File: src/hdl/lcdseq_pkg.sv
`default_nettype none

package lcdseq_pkg;

    localparam int unsigned CMD_W      = 3;
    localparam int unsigned BYTE_W     = 8;
    localparam int unsigned NIB_W      = 4;
    localparam int unsigned ROW_W      = 2;
    localparam int unsigned US_W       = 16;
    localparam int unsigned WAIT_W     = 15;
    localparam int unsigned CFG_IDX_W  = 2;
    localparam int unsigned INIT_CMDS  = 10;
    localparam int unsigned INIT_IDX_W = 4;

    localparam logic [US_W-1:0] ENABLE_HIGH_RESET = 16'd1000;
    localparam logic [US_W-1:0] SETTLE_RESET      = 16'd2000;

    localparam logic [CFG_IDX_W-1:0] CFG_ENABLE_HIGH = 2'd0;
    localparam logic [CFG_IDX_W-1:0] CFG_SETTLE      = 2'd1;

    localparam logic [BYTE_W-1:0] DIGIT_OFFSET = 8'h30;
    localparam logic [BYTE_W-1:0] ROW1_BASE    = 8'h80;
    localparam logic [BYTE_W-1:0] ROW2_BASE    = 8'hC0;
    localparam logic [ROW_W-1:0]  FIRST_ROW    = 2'd1;

    typedef enum logic [CMD_W-1:0] {
        CMD_INSTR  = 3'd0,
        CMD_DATA   = 3'd1,
        CMD_DIGIT  = 3'd2,
        CMD_CURSOR = 3'd3,
        CMD_INIT   = 3'd4
    } cmd_t;

    // Four pin phases per byte: high nibble strobe/settle, low nibble strobe/settle
    typedef enum logic [1:0] {
        PH_HI_EN  = 2'd0,
        PH_HI_SET = 2'd1,
        PH_LO_EN  = 2'd2,
        PH_LO_SET = 2'd3
    } phase_t;

    typedef struct packed {
        logic                  open;
        logic                  init;
        logic [INIT_IDX_W-1:0] idx;
        phase_t                phase;
        logic [BYTE_W-1:0]     data_byte;
        logic                  rs;
    } seq_ctl_t;

    typedef struct packed {
        logic [NIB_W-1:0] nibble;
        logic             rs;
        logic             en;
        logic [US_W-1:0]  hold;
        logic             last;
    } phase_out_t;

    function automatic logic [BYTE_W-1:0] init_cmd(input logic [INIT_IDX_W-1:0] idx);
        logic [BYTE_W-1:0] c;
        case (idx)
            4'd0:    c = 8'h00;
            4'd1:    c = 8'h30;
            4'd2:    c = 8'h30;
            4'd3:    c = 8'h30;
            4'd4:    c = 8'h02;
            4'd5:    c = 8'h28;
            4'd6:    c = 8'h0C;
            4'd7:    c = 8'h06;
            4'd8:    c = 8'h01;
            4'd9:    c = 8'h80;
            default: c = 8'h00;
        endcase
        return c;
    endfunction

    function automatic logic [WAIT_W-1:0] init_wait(input logic [INIT_IDX_W-1:0] idx);
        logic [WAIT_W-1:0] w;
        case (idx)
            4'd0:    w = 15'd20000;
            4'd1:    w = 15'd5000;
            4'd2:    w = 15'd100;
            4'd3:    w = 15'd0;
            4'd4:    w = 15'd2000;
            4'd5:    w = 15'd40;
            4'd6:    w = 15'd40;
            4'd7:    w = 15'd40;
            4'd8:    w = 15'd2000;
            4'd9:    w = 15'd40;
            default: w = 15'd0;
        endcase
        return w;
    endfunction

endpackage

`default_nettype wire

File: src/hdl/char_lcd_nibble_write_sequencer_core.sv
`default_nettype none

// Character LCD write sequencer for a 4-bit HD44780-style bus. Pulse start
// with cmd/value/row/col while busy is low; the request then plays out as
// one pin phase per clock on nibble/reg_select/enable with hold_us telling
// the pin driver how long to keep that phase. Each phase is a single-cycle
// beat marked by strobe, and there is no back-pressure: the receiver must
// take every beat as it comes. Command, data, digit and cursor requests
// give four beats (high nibble enable high, settle, low nibble enable high,
// settle); init gives 41 beats (one opening enable-high phase, then ten
// fixed instructions). last marks the final beat of a request. The
// sequencer counter is the only limit: one beat per clock. busy drops in
// the cycle before the final beat reaches the pins, so the next start is
// taken at the edge that puts the final beat out and its first beat
// follows right after. The first beat passes through the sequencer
// register, then the output register, before it reaches the pins. A cmd
// of 5, 6 or 7 is accepted and gives nothing.
// Write enable_high_us (index 0) and settle_us (index 1) over the cfg port
// only while idle; cfg_ready is always high.

module char_lcd_nibble_write_sequencer_core
    import lcdseq_pkg::*;
(
    input  wire logic                 clk,
    input  wire logic                 rst_n,

    input  wire logic                 start,
    output logic                      busy,
    input  wire logic [CMD_W-1:0]     cmd,
    input  wire logic [BYTE_W-1:0]    value,
    input  wire logic [ROW_W-1:0]     row,
    input  wire logic [BYTE_W-1:0]    col,

    input  wire logic                 cfg_valid,
    output logic                      cfg_ready,
    input  wire logic [CFG_IDX_W-1:0] cfg_index,
    input  wire logic [US_W-1:0]      cfg_data,

    output logic                      strobe,
    output logic [NIB_W-1:0]          nibble,
    output logic                      reg_select,
    output logic                      enable,
    output logic [US_W-1:0]           hold_us,
    output logic                      last
);

    logic             active_reg, active_next;
    seq_ctl_t         ctl_reg, ctl_next;
    logic [US_W-1:0]  enable_high_reg;
    logic [US_W-1:0]  settle_reg;
    logic             strobe_reg;
    phase_out_t       out_reg;

    phase_out_t       ph;
    logic             final_phase;
    logic             accept;
    logic             cmd_ok;
    seq_ctl_t         load_ctl;
    logic [BYTE_W-1:0] cursor_base;

    lcdseq_phase_gen u_phase_gen (
        .ctl            (ctl_reg),
        .enable_high_us (enable_high_reg),
        .settle_us      (settle_reg),
        .ph             (ph),
        .final_phase    (final_phase)
    );

    // Take a new request during the final beat of the current one
    assign busy      = active_reg && !final_phase;
    assign accept    = start && !busy;
    assign cfg_ready = 1'b1;

    // Decode an incoming request into sequencer control
    always_comb
    begin
        load_ctl           = '0;
        load_ctl.phase     = PH_HI_EN;
        cmd_ok             = 1'b1;
        cursor_base        = (row == FIRST_ROW) ? ROW1_BASE : ROW2_BASE;
        case (cmd)
            CMD_INSTR:
            begin
                load_ctl.data_byte = value;
            end
            CMD_DATA:
            begin
                load_ctl.data_byte = value;
                load_ctl.rs        = 1'b1;
            end
            CMD_DIGIT:
            begin
                load_ctl.data_byte = value + DIGIT_OFFSET;
                load_ctl.rs        = 1'b1;
            end
            CMD_CURSOR:
            begin
                // column counts from one; wraps modulo 256
                load_ctl.data_byte = cursor_base + col - 8'd1;
            end
            CMD_INIT:
            begin
                load_ctl.init = 1'b1;
                load_ctl.open = 1'b1;
            end
            default:
            begin
                cmd_ok = 1'b0;
            end
        endcase
    end

    // Advance through the phases of the current request
    always_comb
    begin
        ctl_next    = ctl_reg;
        active_next = active_reg;
        if (accept)
        begin
            ctl_next    = load_ctl;
            active_next = cmd_ok;
        end
        else if (active_reg)
        begin
            if (final_phase)
            begin
                // final beat with nothing new behind it: go idle
                active_next = 1'b0;
            end
            else if (ctl_reg.open)
            begin
                ctl_next.open = 1'b0;
            end
            else if (ctl_reg.phase == PH_LO_SET)
            begin
                ctl_next.phase = PH_HI_EN;
                ctl_next.idx   = ctl_reg.idx + INIT_IDX_W'(1);
            end
            else
            begin
                ctl_next.phase = phase_t'(ctl_reg.phase + 2'd1);
            end
        end
    end

    always_ff @(posedge clk or negedge rst_n)
    begin
        if (!rst_n)
        begin
            active_reg      <= 1'b0;
            strobe_reg      <= 1'b0;
            enable_high_reg <= ENABLE_HIGH_RESET;
            settle_reg      <= SETTLE_RESET;
        end
        else
        begin
            active_reg <= active_next;
            strobe_reg <= active_reg;
            if (cfg_valid && cfg_ready)
            begin
                case (cfg_index)
                    CFG_ENABLE_HIGH: enable_high_reg <= cfg_data;
                    CFG_SETTLE:      settle_reg      <= cfg_data;
                    default:         ;
                endcase
            end
        end
    end

    // Payload registers: hold the decoded request and the beat on the pins
    always_ff @(posedge clk)
    begin
        ctl_reg <= ctl_next;
        out_reg <= ph;
    end

    assign strobe     = strobe_reg;
    assign nibble     = out_reg.nibble;
    assign reg_select = out_reg.rs;
    assign enable     = out_reg.en;
    assign hold_us    = out_reg.hold;
    assign last       = out_reg.last;

    // An idle sequencer produces no beat on the next clock
    a_idle_no_beat: assert property (@(posedge clk) disable iff (!rst_n)
        !active_reg |=> !strobe)
        else $error("beat emitted while sequencer idle");

    // The final beat of a request is always a settle phase
    a_last_is_settle: assert property (@(posedge clk) disable iff (!rst_n)
        strobe && last |-> !enable)
        else $error("last beat has enable high");

    // A settle beat that is not final is followed at once by an enable pulse
    a_settle_then_pulse: assert property (@(posedge clk) disable iff (!rst_n)
        strobe && !enable && !last |=> strobe && enable)
        else $error("request run broken after settle beat");

    // A valid request is picked up by the sequencer on the next clock
    a_accept_starts: assert property (@(posedge clk) disable iff (!rst_n)
        start && !busy && (cmd == CMD_INSTR || cmd == CMD_DATA || cmd == CMD_DIGIT
            || cmd == CMD_CURSOR || cmd == CMD_INIT) |=> active_reg)
        else $error("accepted request not started");

endmodule

`default_nettype wire

File: src/hdl/lcdseq_phase_gen.sv
`default_nettype none

module lcdseq_phase_gen
    import lcdseq_pkg::*;
(
    input  wire seq_ctl_t         ctl,
    input  wire logic [US_W-1:0]  enable_high_us,
    input  wire logic [US_W-1:0]  settle_us,
    output phase_out_t            ph,
    output logic                  final_phase
);

    logic [BYTE_W-1:0] byte_sel;
    logic [WAIT_W-1:0] extra;
    logic [US_W:0]     settle_sum;
    logic [US_W-1:0]   settle_hold;
    logic              last_byte;
    logic              en;

    always_comb
    begin
        byte_sel    = ctl.init ? init_cmd(ctl.idx) : ctl.data_byte;
        extra       = ctl.init ? init_wait(ctl.idx) : '0;
        settle_sum  = {1'b0, settle_us} + {{(US_W + 1 - WAIT_W){1'b0}}, extra};
        // saturate the extended settle time at the field maximum
        settle_hold = settle_sum[US_W] ? '1 : settle_sum[US_W-1:0];
        last_byte   = !ctl.init || (ctl.idx == INIT_IDX_W'(INIT_CMDS - 1));
        en          = (ctl.phase == PH_HI_EN) || (ctl.phase == PH_LO_EN);

        if (ctl.open)
        begin
            ph.nibble   = '0;
            ph.rs       = 1'b0;
            ph.en       = 1'b1;
            ph.hold     = enable_high_us;
            ph.last     = 1'b0;
            final_phase = 1'b0;
        end
        else
        begin
            ph.nibble   = ((ctl.phase == PH_HI_EN) || (ctl.phase == PH_HI_SET))
                          ? byte_sel[BYTE_W-1:NIB_W] : byte_sel[NIB_W-1:0];
            ph.rs       = ctl.rs;
            ph.en       = en;
            ph.hold     = en ? enable_high_us
                        : ((ctl.phase == PH_LO_SET) ? settle_hold : settle_us);
            final_phase = (ctl.phase == PH_LO_SET) && last_byte;
            ph.last     = final_phase;
        end
    end

endmodule

`default_nettype wire
File: config.mk
export PLATFORM = sky130hd
export DESIGN_NAME = char_lcd_nibble_write_sequencer_core
export DESIGN_NICKNAME = d
export VERILOG_FILES = /design/src/hdl/lcdseq_pkg.sv /design/src/hdl/char_lcd_nibble_write_sequencer_core.sv /design/src/hdl/lcdseq_phase_gen.sv
export SDC_FILE = /design/constraint.sdc
export NUM_CORES = 1
export LEC_CHECK = 0
export BUFFER_PORTS_ARGS = -buffer_cell sky130_fd_sc_hd__buf_4
export CORE_ASPECT_RATIO = 1.75
export CORE_MARGIN = 2
export CORE_UTILIZATION = 53
export CTS_BUF_LIST = sky130_fd_sc_hd__clkbuf_8
export CTS_CLUSTER_DIAMETER = 30
export DETAILED_ROUTE_END_ITERATION = 8
export GPL_TIMING_DRIVEN = 0
export PLACE_DENSITY = 0.75
export SKIP_CTS_REPAIR_TIMING = 1
export SLEW_MARGIN = 10
export SYNTH_ARGS = -nofsm -noshare
export SYNTH_HDL_FRONTEND = slang
export SYNTH_SLANG_ARGS = --single-unit
File: constraint.sdc
create_clock -name clk -period 3.9 [get_ports clk]
set_input_delay 0.585 -clock clk [delete_from_list [all_inputs] [get_ports clk]]
set_output_delay 0.585 -clock clk [all_outputs]
set_load 0.01 [all_outputs]
; After elaboration in Yosys (flattened, before gate mapping)
; Memories as Yosys holds them, arrays and structs flattened. A register that Yosys moved wholly into a read port is not among the register bits.
; Cells that the tools add are included.
[word_totals]
ff_bits = 74
latchBits = 0
ramBits = 0
mem_bits_ro = 304
input_bits = 43
memories = 2
[op_classes]
add_sub_neg = 6
mul = 0
div = 0
magnitude_cmp = 0
eq_ne = 11
shift = 0
n_mux = 24
n_bitwise = 2
n_reduce_logical = 21
[memory_table]
columns = name, words, width, read_ports, rd_clocked_by_memory_dff, write_ports, line_no
row1 = (no name shown), 16, 12, 1, 1, 0, lcdseq_pkg.sv:79  ; case (idx)
row2 = (no name shown), 16, 7, 1, 1, 0, lcdseq_pkg.sv:61  ; case (idx)
[ops]
columns = operator, count
row1 = $mux 16, 3
row2 = $pmux 8 s3, 1
row3 = $mux 4, 5
row4 = $add 16x15->17, 1
row5 = $mux 17, 1
row6 = $mux 15, 1
row7 = $mux 1, 9
row8 = $add 8x6->8 const B, 1
row9 = $add 8x8->8, 1
row10 = $mux 8, 1
row11 = $sub 8x1->8 const B, 1
row12 = $mux 7, 1
row13 = $eq 2x1->1 const B, 3
row14 = $eq 3x2->1 const B, 2
row15 = $reduce_and 2->1, 3
row16 = $reduce_or 5->1, 1
row17 = $add 4x1->4 const B, 1
row18 = $eq 2x2->1 const B, 2
row19 = $eq 4x4->1 const B, 1
row20 = $logic_not 2->1, 2
row21 = $mux 2, 2
row22 = $reduce_and 4->1, 1
row23 = $reduce_or 2->1, 2
row24 = $eq 3x1->1 const B, 1
row25 = 10 further kinds, 17

; Depth between registers and ports, before layout
[depth]
word_depth = 10
depth_mapped = 13
mapped_depth_nobuf = 11

; Cells and area by module
; A second synthesis with hierarchy kept.
[unflattened]
hier_cells = 437
hier_area_um2 = 4262.8
[by_module_without_submodules]
columns = module, n_inst, cells_each, area_each_um2, seq_area_each_um2
row1 = char_lcd_nibble_write_sequencer_core, 1, 226, 2907.8, 1776.7
row2 = lcdseq_phase_gen, 1, 211, 1355.0, 0.0

; Worst setup path after synthesis
; OpenSTA, ideal clock, no wires.
[synth_path]
kind = flip-flop to flip-flop
startpoint = reg ctl_reg[15] in the netlist's numbering
endpoint = reg out_reg (netlist bit hold_us[11])
setup_ns = 0.128
arrival_time_ns = 3.113
required_time_ns = 3.772
slack_ns = 0.659
path_stages_with_launch = 14
path_cell_list = edfxtp_1 buf_2 clkbuf_1 and2_1 ha_1 fa_1 a211o_1 a21oi_1 o221ai_2 o2111ai_2 o311ai_4 buf_6 nor3b_1 nor3_2
[synth_lines]
columns = element, line_no
row1 = from (decl), char_lcd_nibble_write_sequencer_core.sv:48  ; seq_ctl_t ctl_reg, ctl_next;
row2 = from (signal assigned), char_lcd_nibble_write_sequencer_core.sv:173  ; ctl_reg <= ctl_next;
row3 = to (signal assigned), char_lcd_nibble_write_sequencer_core.sv:174  ; out_reg <= ph;
row4 = to (decl), char_lcd_nibble_write_sequencer_core.sv:52  ; phase_out_t out_reg;

==> out/qor.yml <==
run_status:
  status: "completed"
yosys:
  ys_warn_count: 0
  synth_area_per_cell_um2: 9.68
  seq_area_frac_synth_pct: 43.4
  syn_area_um2: 4880
  synth_cell_types: 69
  synth_top_area_cell: "dfxtp_1"
  synth_area_leaders: "dfxtp_1 (19%), dfrtp_1 (11%), mux2_2 (7.4%)"
  netlist_instances: 504
  ys_ff_latch: 91
  synth_enable_flop_cells: 11
  synth.net_count: 575
  async_flop_share_pct: 37.4
  synth_top_area_share_pct: 18.9
  ys.flop_type: "dfxtp_1"
cells_and_area:
  drive_above_1_share_pct: 26.0
  nets: 654
  fin_cells: 708
  multiInputGateArea_um2: 2540
  antenna_cells: 0
  area_delta_synth_final_pct: 17.6
  fillCellCount: 777
  seq_area_um2: 2120
detailed_routing:
  antenna_left: 0
  drtPass1Iterations: 4
  num_vias: 3953
  drt_iter0_markers: 172
  viasPerCell: 5.58
  drcViolationCount: 0
  wire_per_inst_um: 16.3
  routed_wl_mm: 11.5
die:
  die_y_um: 131
  die_area_um2: 10000
  die_x_um: 76.5
  pin_count: 69
  core_um2: 8980
  start_util_pct: 54.3
  rows: 46
timing:
  fin_hold_ws_ns: 0.147
  relSlewSlack_pct: 21.4
  period_share_pct: 92.8
  fin_skew_ns: 0.0102
  min_period_ns: 3.62
  setup_violations: 0
  drv_slew: 0
  fmax_ghz: 0.276
  rsz0062_at_grt: "no"
  timing_hold_violations_final: 0
  worstMarginPinSlew_ns: 1.17
setup_path:
  path_max_fanout: 10
  crit_required_ns: 4.15
  r2r_setup_slack_ns: 0.28
  arrival_ns: 3.87
  critPathLaunchType: "register"
  critPathKind: "register to register"
  end_kind: "register"
global_routing:
  grt.busiest_layer: "met2"
  antenna_found_initial: 0
  grt_overflow_total: 0
  grtUsageTotal_pct: 24.5
  met3_usage_pct: 4.88
  grt_use_met2_pct: 48.6
  gr-usage-met1_pct: 22.9
  grt_max_degree: 35
  first_global_vias: 4045
  grt_pass1_wl_mm: 19.1
cts:
  htreeDepth: 3
  clkSinkCount: 91
  cts_tree: "yes"
  cts_buffers: 9
  worst_skew_pair.late_latency_ns: 0.37
  clk_path_buf_depth: 2
  cts_root_buffer: "clkbuf_8"
  clk_pin_slew_ns: 0.09
place:
  placed_cells: 690
  gp_congestion: 0.895
  port_buffers: 66
  dp_hpwl_mm: 9.22
run:
  cap_violations: 0
pwr:
  powerDensity_nw_per_um2: 683
  finalPower_uw: 3920
  peakVddDrop_mv: 0.266
  p_leak_uw: 0.00251
worst_hold_path:
  hold_class: "primary input to async pin"
[final cells by class]
cell class / count / area share (%)
clock inverters: 5 / 0.589
clock buffers: 11 / 2.64
flip-flops and latches: 91 / 36.9
repair buffers: 68 / 8.90
inverters: 33 / 2.16
multi-input cells: 355 / 44.3
well taps: 120 / 2.62
plain buffers: 25 / 1.92
[routing by layer]
layer | wire [µm] | part of all wire (%)
met1 | 4060 | 35
met2 | 6570 | 57
met3 | 408 | 3.5
met4 | 500 | 4.3
met5 | 0 | 0
[synthesized netlist by cell type, types with 5 or more instances]
cell,instances
and2_1,15
a21oi_1,33
nand3_1,10
and3_1,6
o22ai_1,8
a21o_1,5
ha_1,26
dfstp_2,12
nor3b_1,10
dfrtp_1,22
nor2_1,32
nor3_1,12
edfxtp_1,11
a31oi_1,6
o21ai_1,9
a211oi_1,5
xnor2_1,10
mux2_2,32
nor2b_1,9
inv_1,33
dfxtp_1,46
nand2_1,36
clkbuf_1,19
o21ai_0,26
[final timing paths]
check | to | from | cells after the start
worst max-delay path | hold_us[3] | ctl_reg[15] | 13
worst min register to register | strobe | active_reg | 0
max in group asynchronous | settle_reg[8] | rst_n | 1
worst min-delay path | enable_high_reg[2] | rst_n | 1
worst max register to register | hold_us[3] | ctl_reg[15] | 13
min in group clk | strobe | active_reg | 0
[cells in the final DEF (no fill, tap or decap), drive strengths merged, types with 8 or more instances in the layout]
cell,synthesis,routed
a21oi,33,33
and2,15,15
buf,6,74
clkbuf,19,30
dfrtp,22,22
dfstp,12,12
dfxtp,46,46
edfxtp,11,11
ha,26,26
inv,33,36
mux2,32,32
nand2,37,37
nand3,10,10
nor2,32,32
nor2b,9,9
nor3,14,14
nor3b,10,10
o21ai,36,36
o22ai,8,8
xnor2,10,10
[where the power goes]
part	switching, µW	internal, µW	leakage [µW]	total (µW)
Combinational	1060	808	0.00154	1860
Clock	336	269	0.000100	605
Sequential	149	1300	0.000871	1450
Total	1540	2380	0.00251	3920
[stage by stage]
stage          setup WS (ns)  cell area [µm²]  utilization (%)   TNS (ns)
2_1_floorplan          0.659             4880                -          0
3_3_place_gp          0.0390             5520             61.5          0
3_5_place_dp         0.00987             5520             61.5          0
4_1_cts            -0.000327             5710             63.6  -0.000327
5_1_grt               0.0869             5740             63.9          0
6_report               0.282             5740             63.9          0
[critical path: stages (launching register included)]
cell and delay, ns:
edfxtp_1 0.45, buf_2 0.24, clkbuf_1 0.21, and2_1 0.19, ha_1 0.23, fa_1 0.44
a211o_1 0.32, a211oi_2 0.29, o221ai_2 0.20, o2111ai_2 0.25, o311ai_4 0.16, buf_6 0.18
nor3b_1 0.23, o21ai_1 0.12
[logic make-up after synthesis]
logic type / share of synthesized area [%]
adder cells (fa/ha/maj): 7.49
other: 0.0769
multiplexers: 8.98
AO/OA/AOI/OAI: 16.4
XOR/XNOR: 2.33
AND/OR/NAND/NOR: 16.5
flip-flops: 43.4
buffers and inverters: 4.80
(Power assumes the default switching activity.)
